### src/hdl/guj_pkg.sv
// ----------------------------------------------------------------------------
// guj_pkg
// Shared types and constants of the grouped undo journal.
// ----------------------------------------------------------------------------
package guj_pkg;

  localparam int HISTORY_DEPTH_DEF = 64;
  localparam int LINE_BITS_DEF     = 16;

  localparam int TAG_W    = 32;
  localparam int KIND_W   = 2;
  localparam int TEXT_W   = 32;
  localparam int CURSOR_W = 16;
  localparam int LINE_W   = 16;

  typedef enum logic [1:0] {
    ACT_NEW_STEP = 2'd0,
    ACT_RECORD   = 2'd1,
    ACT_UNDO     = 2'd2
  } action_t;

  typedef enum logic [1:0] {
    KIND_CHANGED  = 2'd0,
    KIND_INSERTED = 2'd1,
    KIND_DELETED  = 2'd2
  } edit_kind_t;

  typedef struct packed {
    logic [1:0]          action;
    logic [KIND_W-1:0]   edit_kind;
    logic [LINE_W-1:0]   line_number;
    logic [TEXT_W-1:0]   saved_text_handle;
    logic [CURSOR_W-1:0] cursor_row_in;
    logic [CURSOR_W-1:0] cursor_col_in;
  } in_word_t;

  typedef struct packed {
    logic                performed;
    logic [KIND_W-1:0]   undo_kind;
    logic [LINE_W-1:0]   undo_line;
    logic [TEXT_W-1:0]   restore_text_handle;
    logic [CURSOR_W-1:0] restore_row;
    logic [CURSOR_W-1:0] restore_col;
    logic                last_of_step;
  } out_word_t;

  // shift control for the cell row: push moves toward the bottom, pop toward the top
  typedef struct packed {
    logic push;
    logic pop;
  } cell_ctl_t;

endpackage

### src/hdl/guj_cell.sv
// ----------------------------------------------------------------------------
// guj_cell
// One journal slot. Takes its upper neighbor on push, its lower one on pop.
// ----------------------------------------------------------------------------
module guj_cell #(
  parameter int ENTRY_W = 128
) (
  input  logic                clk,
  input  guj_pkg::cell_ctl_t  ctl,
  input  logic [ENTRY_W-1:0]  upper_in,
  input  logic [ENTRY_W-1:0]  lower_in,
  output logic [ENTRY_W-1:0]  entry_o
);
  import guj_pkg::*;

  logic [ENTRY_W-1:0] entry_r;

  always_ff @(posedge clk) begin
    if (ctl.push) begin
      entry_r <= upper_in;
    end else if (ctl.pop) begin
      entry_r <= lower_in;
    end
  end

  assign entry_o = entry_r;

endmodule

### config.mk
export PLATFORM = sky130hd
export DESIGN_NAME = guj_cell
export DESIGN_NICKNAME = d
export VERILOG_FILES = /design/src/hdl/guj_pkg.sv /design/src/hdl/guj_cell.sv
export SDC_FILE = /design/constraint.sdc
export NUM_CORES = 1
export LEC_CHECK = 0
export BUFFER_PORTS_ARGS = -buffer_cell sky130_fd_sc_hd__buf_2
export CORE_AREA = 2 2 151 153
export DETAILED_ROUTE_END_ITERATION = 16
export DIE_AREA = 0 0 153 155
export GPL_TIMING_DRIVEN = 0
export HOLD_SLACK_MARGIN = 0.12
export MAX_ROUTING_LAYER = met4
export PLACE_DENSITY = 0.57
export SLEW_MARGIN = 20
export SYNTH_ARGS = -nofsm -noshare
export SYNTH_HDL_FRONTEND = slang
export SYNTH_SLANG_ARGS = --single-unit
### constraint.sdc
create_clock -name clk -period 3 [get_ports clk]
set_input_delay 0.45 -clock clk [delete_from_list [all_inputs] [get_ports clk]]
set_output_delay 0.45 -clock clk [all_outputs]
set_load 0.05 [all_outputs]
# --- Word level (Yosys, flattened, before mapping) ---
# Index checks and enable logic that the tools add are counted.
word_totals:
  elab_cells: 4
  regBits: 128
op_classes:
  n_reduce_logical: 1
  muxes: 2
op_table:
  columns: ["cell", "n"]
  rows:
  - ["$mux W128", 2]
  - ["$reduce_bool A2 Y1", 1]

# --- Longest topological paths before layout ---
# Gate-level depths: netlist of the first run.
depth:
  ltp_word: 2
  depth_mapped: 3

# --- Worst setup path after synthesis of the first run ---
# OpenSTA, ideal clock, no wires.
synth_path:
  kind: "input to register"
  from: "input ctl[1] in the netlist's numbering"
  to: "register entry_r[0], in the netlist entry_o[0], enable pin"
  arrival_time_ns: 2.298
  setup_time_ns: 0.433
  path_buffers: 2
  path_stages: 3
  t_required_ns: 2.567
  path_slack_ns: 0.269
  path_cell_list: "buf_6 -> buf_6 -> or2_2"
synth_via:
  elab_chain_cells: 1
synth_rtl:
  columns: ["item", "line", "text"]
  rows:
  - ["start, declared", "guj_cell.sv:9", "input guj_pkg::cell_ctl_t ctl,"]
  - ["$reduce_bool A2 Y1 (no line)", null, null]
  - ["end signal, assigned", "guj_cell.sv:20", "entry_r <= upper_in;"]
  - ["end signal, assigned", "guj_cell.sv:22", "entry_r <= lower_in;"]
  - ["end, declared", "guj_cell.sv:16", "logic [ENTRY_W-1:0] entry_r;"]
# No other way between the ends.
# A chain may end at the register's enable or synchronous reset.

# --- Worst setup path after layout of the first run ---
layout_path:
  from: "register entry_r[31], in the netlist entry_o[31]"
  to: "output entry_o[31]"
layout_rtl:
  columns: ["item", "line", "text"]
  rows:
  - ["end, declared", "guj_cell.sv:12", "output logic [ENTRY_W-1:0] entry_o"]
# No word-level cell between the ends.

==> results of run 1 <==
[cells in the final DEF, fill, tap and decap left out]
cell type	n
buf_2	386
mux2_2	128
edfxtp_1	128
clkbuf_16	17
buf_6	13
bufinv_16	6
clkinvlp_4	2
clkinv_4	2
clkbuf_1	2
inv_6	2
buf_16	2
or2_4	1
clkinv_1	1
[how the worst max path moves through the flow]
stage	start	end	slack (ns)	cells after the start
2_1_floorplan	ctl[1]	entry_o[0]$_DFFE_PP_	0.27	3
3_3_place_gp	ctl[1]	entry_o[46]$_DFFE_PP_	-0.58	3
3_5_place_dp	ctl[1]	entry_o[46]$_DFFE_PP_	1.11	4
4_1_cts	entry_o[26]$_DFFE_PP_	entry_o[26]	1.47	1
5_1_grt	entry_o[26]$_DFFE_PP_	entry_o[26]	1.44	1
6_report	entry_o[31]$_DFFE_PP_	entry_o[31]	1.52	1
[synth_stat cells]
cell / number / area share (%)
edfxtp_1: 128 / 71
mux2_2: 128 / 26
buf_2: 1 / 0.092
or2_2: 1 / 0.12
buf_6: 13 / 2.7
[layer usage]
layer | global-route usage (%) | wire [um] | share of wire, % | vias to the layer above
met5 | - | 0 | 0 | -
met4 | 5.511 | 323 | 2.1 | 0
met3 | 3.788 | 1076 | 7.0 | 26
met2 | 21.91 | 7989 | 52 | 221
met1 | 14.59 | 5969 | 39 | 1779
li1 | - | - | - | 1888
[through the flow]
stage          std cells  setup TNS, ns  total power, mW  area (um2)
3_3_place_gp         941         -72.35            3.602        7726
3_5_place_dp         943              0            3.612        7784
6_report             975              0            5.917        8451
4_1_cts              975              0            6.008        8451
2_1_floorplan        271              0            3.203        5443
5_1_grt              975              0            6.145        8451
[final cells by class]
type                       count  area [um2]
fill                        2159       13780
sequential                   128        3844
timing repair buffer         387        1982
multi-input combinational    129        1450
clock buffer                  19       432.9
tap                          285       356.6
clock inverter                13       234.0
buffer                        14       151.4
[kinds of logic after synthesis]
group | share of synthesized area, %
mux | 26.48
simple gates | 0.1150
buf+inv | 2.782
flops | 70.62
[power by group through the flow]
stage / Combinational, mW / Clock (mW) / Sequential, mW
2_1_floorplan: 0.208 / 0 / 2.99
3_3_place_gp: 1.32 / 0 / 2.28
3_5_place_dp: 1.33 / 0 / 2.28
4_1_cts: 1.33 / 2.43 / 2.25
5_1_grt: 1.38 / 2.50 / 2.26
6_report: 1.32 / 2.36 / 2.24
==> summary.md, run 1 <==
| Metric | Value |
|---|---|
| Layout Utilization | `roughly two fifths` |
| Max_slew headroom | `around three quarters` |
| Fmax | `approximately 670 MHz` |
| CTS root buf | `clkbuf_16` |
| Row count | `between 50 and 60` |
| CTS Buffer Depth | `2` |
| DR WL/cell | `between 15 and 20 um` |
| Type of origin of the critical path | `flop` |
| Syn Area/Cell | `between 20 and 25 um2` |
| Netlist cell types | `5` |
| Initial DRC Count | `between 100 and 150` |
| Total number of vias | `3914` |
| Horiz. Die Dim | `153 um` |
| Detail Placement HPWL | `about 12000 um` |
| Gr usage total | `roughly an eighth` |
| # DRC | `0` |
| Final Critical Period | `roughly 1.5 ns` |
| GRT Residual Overflow | `0` |
| Sw frac | `approximately 30%` |
| Max reg flops | `roughly 130` |
| Layout cells sized above 1 | `between 80 and 90%` |
| Power per Cell Area | `about 700 mW/mm2` |
| Depth of the CTS H-tree | `4` |
| Synthesized flop and latch total | `128` |
| CTS tree | `done` |
| Clock Power Share | `between 30% and 40%` |
| Final Hold Vio Count | `0` |
| Crit path kind | `reg -> out` |
| CTS Sinks | `~130` |
| Sequential share of the synthesized area | `roughly 70%` |
| Max-slew violations | `0` |
| Total Routed Length | `approximately 15000 um` |
| Crit path cell chain | `buf_2` |
| Hold_ws | `0.3361 ns` |
| Nets@finish | `about 940` |
| IO buf count | `around 390` |
| Static leakage | `3.749 nW` |
| Hold path depth | `2` |
| Largest net degree at the start of global routing | `between 50 and 60` |
| Cell Area, Synth | `about 0.0054 mm2` |
| Initial antenna violation count | `0` |
| Worst Path Buf+Inv | `1` |
| RSZ-0062 raised after global routing | `no` |
| # diodes | `0` |
| Die footprint | `0.02372 mm2` |
| Initial Utilization | `24.49%` |
| Postcts setup bufs | `0` |
| Final worst slack | `roughly 1.5 ns` |
| # resized after CTS | `0` |
| Ratio of final minimum period to clock period | `between 40% and 50%` |
| Slew @ Worst Pin | `0.4034 ns` |
| Area Overhead vs Synth | `55.26%` |
| Die height | `~160 um` |
| Pint | `just over 4 mW` |
| Max Cap Violations | `0` |
| Pre-CTS setup slack | `about 1.1 ns` |
| Hold-fix buffers at CTS | `0` |
| Worst-path clk slew | `approximately 0.06 ns` |
| First-pass GRT wire length | `between 20000 and 25000 um` |
| VDD IR max | `0.3439 mV` |
| Final setup fails | `0` |
| Switching pwr | `~1.8 mW` |
| Drt pass-1 iters | `5` |
| Outcome | `finished, final reports clean` |
| GPL Wtd Cong | `roughly 0.75` |
| Min-delay worst type | `in -> reg` |
| Vias/cell | `around 4` |
| Vias in the first global route | `roughly 4000` |
| Synth warn | `0` |
| Synth Net Count | `530` |
| Delay-heaviest family, CP | `flip-flops` |
| Slowest-stage cell, CP | `edfxtp_1` |
| Crit-path max FO | `1` |
| Core Area | `between 0.02 and 0.025 mm2` |
| Num CTS Buffers | `17` |
| WP data arrival | `a little over 1 ns` |
| Gate power share | `~22%` |
| Worst path max stage delay | `0.35 ns` |
| IO Count | `387` |
| Post-DRT Antenna Nets | `0` |
| Setup crit end kind | `output port` |
| Hold_sp | `upper_in[114]` |
| Flop pwr share | `between 30% and 40%` |
| Hold Crit Endpoint | `entry_o[114]$_DFFE_PP_` |
| Post-Syn Instances | `about 270` |
| Worst path required time | `2.55 ns` |
(Power assumes the default switching activity.)
==> run 2: changes to the inputs <==
==> constraint.sdc (replaced) <==
create_clock -name clk -period 1.4 [get_ports clk]
set_input_delay 0.21 -clock clk [delete_from_list [all_inputs] [get_ports clk]]
set_output_delay 0.21 -clock clk [all_outputs]
set_load 0.05 [all_outputs]
==> run 2 against run 1 <==
- the run now fails in 4_1_cts
- synthesized cell count unchanged
- area after synthesis unchanged
==> summary.md, run 2 <==
| Metric | Value |
|---|---|
| Cell Area, Synth | `~0.0054 mm2` |
| Post-DP Area | `0.007796 mm2` |
| Tool Error | `[ERROR RSZ-0060] Max buffer count reached.` |
| Synth warn | `0` |
| Synth Net Count | `530` |
| Hold-fix buffers at CTS | `roughly 200` |
| Netlist cell types | `5` |
| IO buf count | `385` |
| Detail Placement HPWL | `between 10000 and 15000 um` |
| Num CTS Buffers | `17` |
| Synth top area share | `a little over two thirds` |
| Initial Utilization | `between 20 and 25%` |
| Postcts setup bufs | `0` |
| Row count | `55` |
| IO Count | `around 390` |
| Post-Syn Instances | `about 270` |
| CTS root buf | `clkbuf_16` |
| Async SR Flop Fraction | `0%` |
| Sequential share of the synthesized area | `about 71%` |
| Die height | `between 150 and 200 um` |
| CTS Sinks | `128` |
| Synthesized flop and latch total | `between 100 and 150` |
| Post-synth top cells | `edfxtp_1 (128), mux2_2 (128), buf_6 (13)` |
| # resized after CTS | `0` |
| Main area contributors after synthesis | `edfxtp_1 (71%), mux2_2 (26%), buf_6 (2.7%), or2_2 (0.11%), buf_2 (0.092%)` |
| Largest area contributor in the netlist | `edfxtp_1` |
| Main flop type after synthesis | `edfxtp_1` |
| Outcome | `aborted with a tool error` |
| Fail Step | `4_1_cts` |
| GPL Wtd Cong | `between 0.7 and 0.8` |
| Horiz. Die Dim | `between 150 and 200 um` |
| Post-synth EDFFs | `128` |
| Syn Area/Cell | `between 20 and 25 um2` |
| CTS Buffer Depth | `2` |
| Depth of the CTS H-tree | `4` |
## run 2: logic make-up after synthesis
| kind of cell | share of synthesized area (%) |
|---|---|
| mux | 26.48 |
| simple gates | 0.1150 |
| flops | 70.62 |
| buf+inv | 2.782 |
## run 2: metrics by stage
step	setup TNS, ns	setup slack [ns]	instances
detailed placement	-20.37	-0.2187	943
floorplan	-53.51	-0.4180	271
global placement	-117.07	-0.9266	941
==> run 3: changes to the inputs <==
--- a/config.mk
+++ b/config.mk
@@ -6,13 +6,10 @@
 export NUM_CORES = 1
 export LEC_CHECK = 0
 export BUFFER_PORTS_ARGS = -buffer_cell sky130_fd_sc_hd__buf_2
-export CORE_AREA = 2 2 151 153
+export CORE_UTILIZATION = 25
 export DETAILED_ROUTE_END_ITERATION = 16
-export DIE_AREA = 0 0 153 155
 export GPL_TIMING_DRIVEN = 0
-export HOLD_SLACK_MARGIN = 0.12
-export MAX_ROUTING_LAYER = met4
-export PLACE_DENSITY = 0.57
+export PLACE_DENSITY_LB_ADDON = 0.15
 export SLEW_MARGIN = 20
 export SYNTH_ARGS = -nofsm -noshare
 export SYNTH_HDL_FRONTEND = slang
==> run 3 against run 2 <==
- the run now ends clean
==> summary.md, run 3 (synthesized netlist as in run 1, its figures left out) <==
| Metric | Value |
|---|---|
| Slowest-stage cell, CP | `edfxtp_1` |
| Outcome | `finished, final reports clean` |
| CTS Sinks | `between 100 and 150` |
| Ratio of final minimum period to clock period | `between 90% and 100%` |
| Worst-path clk slew | `around 0.060 ns` |
| Most common cell after layout, fill and taps aside | `buf_2` |
| Die footprint | `approximately 0.022 mm2` |
| M2 GR Usage | `25.65%` |
| Max_slew headroom | `about three quarters` |
| Setup crit end kind | `output port` |
| Power per Cell Area | `roughly 1500 mW/mm2` |
| Multi-input logic area | `~0.0015 mm2` |
| Static leakage | `~3.7 nW` |
| Final Hold Vio Count | `0` |
| GPL Wtd Cong | `~0.73` |
| Slew @ Worst Pin | `approximately 0.37 ns` |
| Hold-fix buffers at CTS | `0` |
| Detail Placement HPWL | `~12000 um` |
| Vias/cell | `between 4 and 5` |
| GRT Residual Overflow | `0` |
| Crit path kind | `reg -> out` |
| CTS tree | `done` |
| CTS root buf | `clkbuf_16` |
| Total power | `~12 mW` |
| Postcts setup bufs | `0` |
| Num CTS Buffers | `17` |
| IO buf count | `385` |
| Core Area | `between 0.02 and 0.025 mm2` |
| Min-delay worst type | `in -> reg` |
| Area Overhead vs Synth | `54.30%` |
| Worst path max stage delay | `roughly 0.33 ns` |
| IO Count | `about 390` |
| Commonest non-fill, non-tap cells in the layout | `buf_2 (386), mux2_2 (128), edfxtp_1 (128), clkbuf_16 (17), buf_6 (11)` |
| Delay-heaviest family, CP | `flip-flops` |
| # diodes | `0` |
| CTS Buffer Depth | `2` |
| Initial Utilization | `25.73%` |
| Crit path cell chain | `buf_2` |
| Layout cells sized above 1 | `between 80 and 90%` |
| Total number of vias | `roughly 4000` |
| Horiz. Die Dim | `between 100 and 150 um` |
| Crit-path max FO | `1` |
| Row count | `53` |
| Type of origin of the critical path | `flop` |
| Vias in the first global route | `approximately 4200` |
| Worst path required time | `~1.2 ns` |
| Max-slew violations | `0` |
| Post-DRT Antenna Nets | `0` |
| WP data arrival | `between 1 and 1.5 ns` |
| Final setup fails | `0` |
| Met1 Use GR | `13.33%` |
| Worst Path Buf+Inv | `1` |
| Initial antenna violation count | `0` |
| RSZ-0062 raised after global routing | `no` |
| Gr usage total | `13.55%` |
| Post-DP Area | `slightly below 0.008 mm2` |
| GR met3 Demand/Resource | `under 10%` |
| Fmax | `786.4 MHz` |
| Nets@finish | `936` |
| Max Cap Violations | `0` |
| DR WL/cell | `between 15 and 20 um` |
| Fillers | `~2100` |
| Depth of the CTS H-tree | `4` |
| # resized after CTS | `0` |
| VDD IR max | `0.7167 mV` |
| Final Cell Area | `roughly 0.0084 mm2` |
| Max reg flops | `about 130` |
| Final Critical Period | `1.272 ns` |
| Initial DRC Count | `a little over 70` |
| First-pass GRT wire length | `approximately 22000 um` |
| Die height | `~150 um` |
| Busiest grt layer | `met2` |
| Drt pass-1 iters | `4` |
| # DRC | `0` |
| Total Routed Length | `15760 um` |
| Largest net degree at the start of global routing | `56` |
| Register Area | `between 0.003 and 0.004 mm2` |
==> run 3: path summary, 6_finish.rpt <==
check                           endpoint  depth (start not counted)                   from
setup / recovery             entry_o[62]                          1  entry_o[62]$_DFFE_PP_
hold / removal    entry_o[100]$_DFFE_PP_                          2          upper_in[100]
==> run 3: power breakdown <==
group | switching [mW] | internal, mW | total [mW] | leakage (nW)
logic | 1.99 | 0.837 | 2.83 | 2.13
registers | 0.0980 | 4.71 | 4.81 | 1.30
clock network | 1.71 | 2.97 | 4.68 | 0.299
==> run 3: final cells by class <==
| type | instances | area share [%] |
|---|---|---|
| Buffer | 14 | 1.952 |
| Sequential cell | 128 | 45.77 |
| Clock inverter | 14 | 2.250 |
| Clock buffer | 17 | 5.066 |
| Multi-Input combinational cell | 129 | 17.27 |
| Timing Repair Buffer | 387 | 23.60 |
| Tap cell | 275 | 4.097 |
==> run 3: layer usage <==
metal / vias up / part of all wire [%]
li1: 1889 / -
met1: 1843 / 35
met2: 205 / 55
met3: 18 / 8.2
met4: 0 / 1.9
met5: - / 0
==> run 3: per-stage QoR <==
stage | util [%] | instances | worst slack [ns] | setup TNS, ns | hold WS [ns]
2_1_floorplan | - | 271 | -0.4180 | -53.51 | 0.4298
4_1_cts | 39.70 | 964 | 0.1171 | 0 | 0.07303
3_3_place_gp | 36.54 | 931 | -0.8709 | -110.16 | 0.5127
6_report | 39.70 | 964 | 0.1284 | 0 | 0.09733
5_1_grt | 39.70 | 964 | 0.09129 | 0 | 0.07078
3_5_place_dp | 36.80 | 933 | -0.1291 | -13.26 | 0.5150
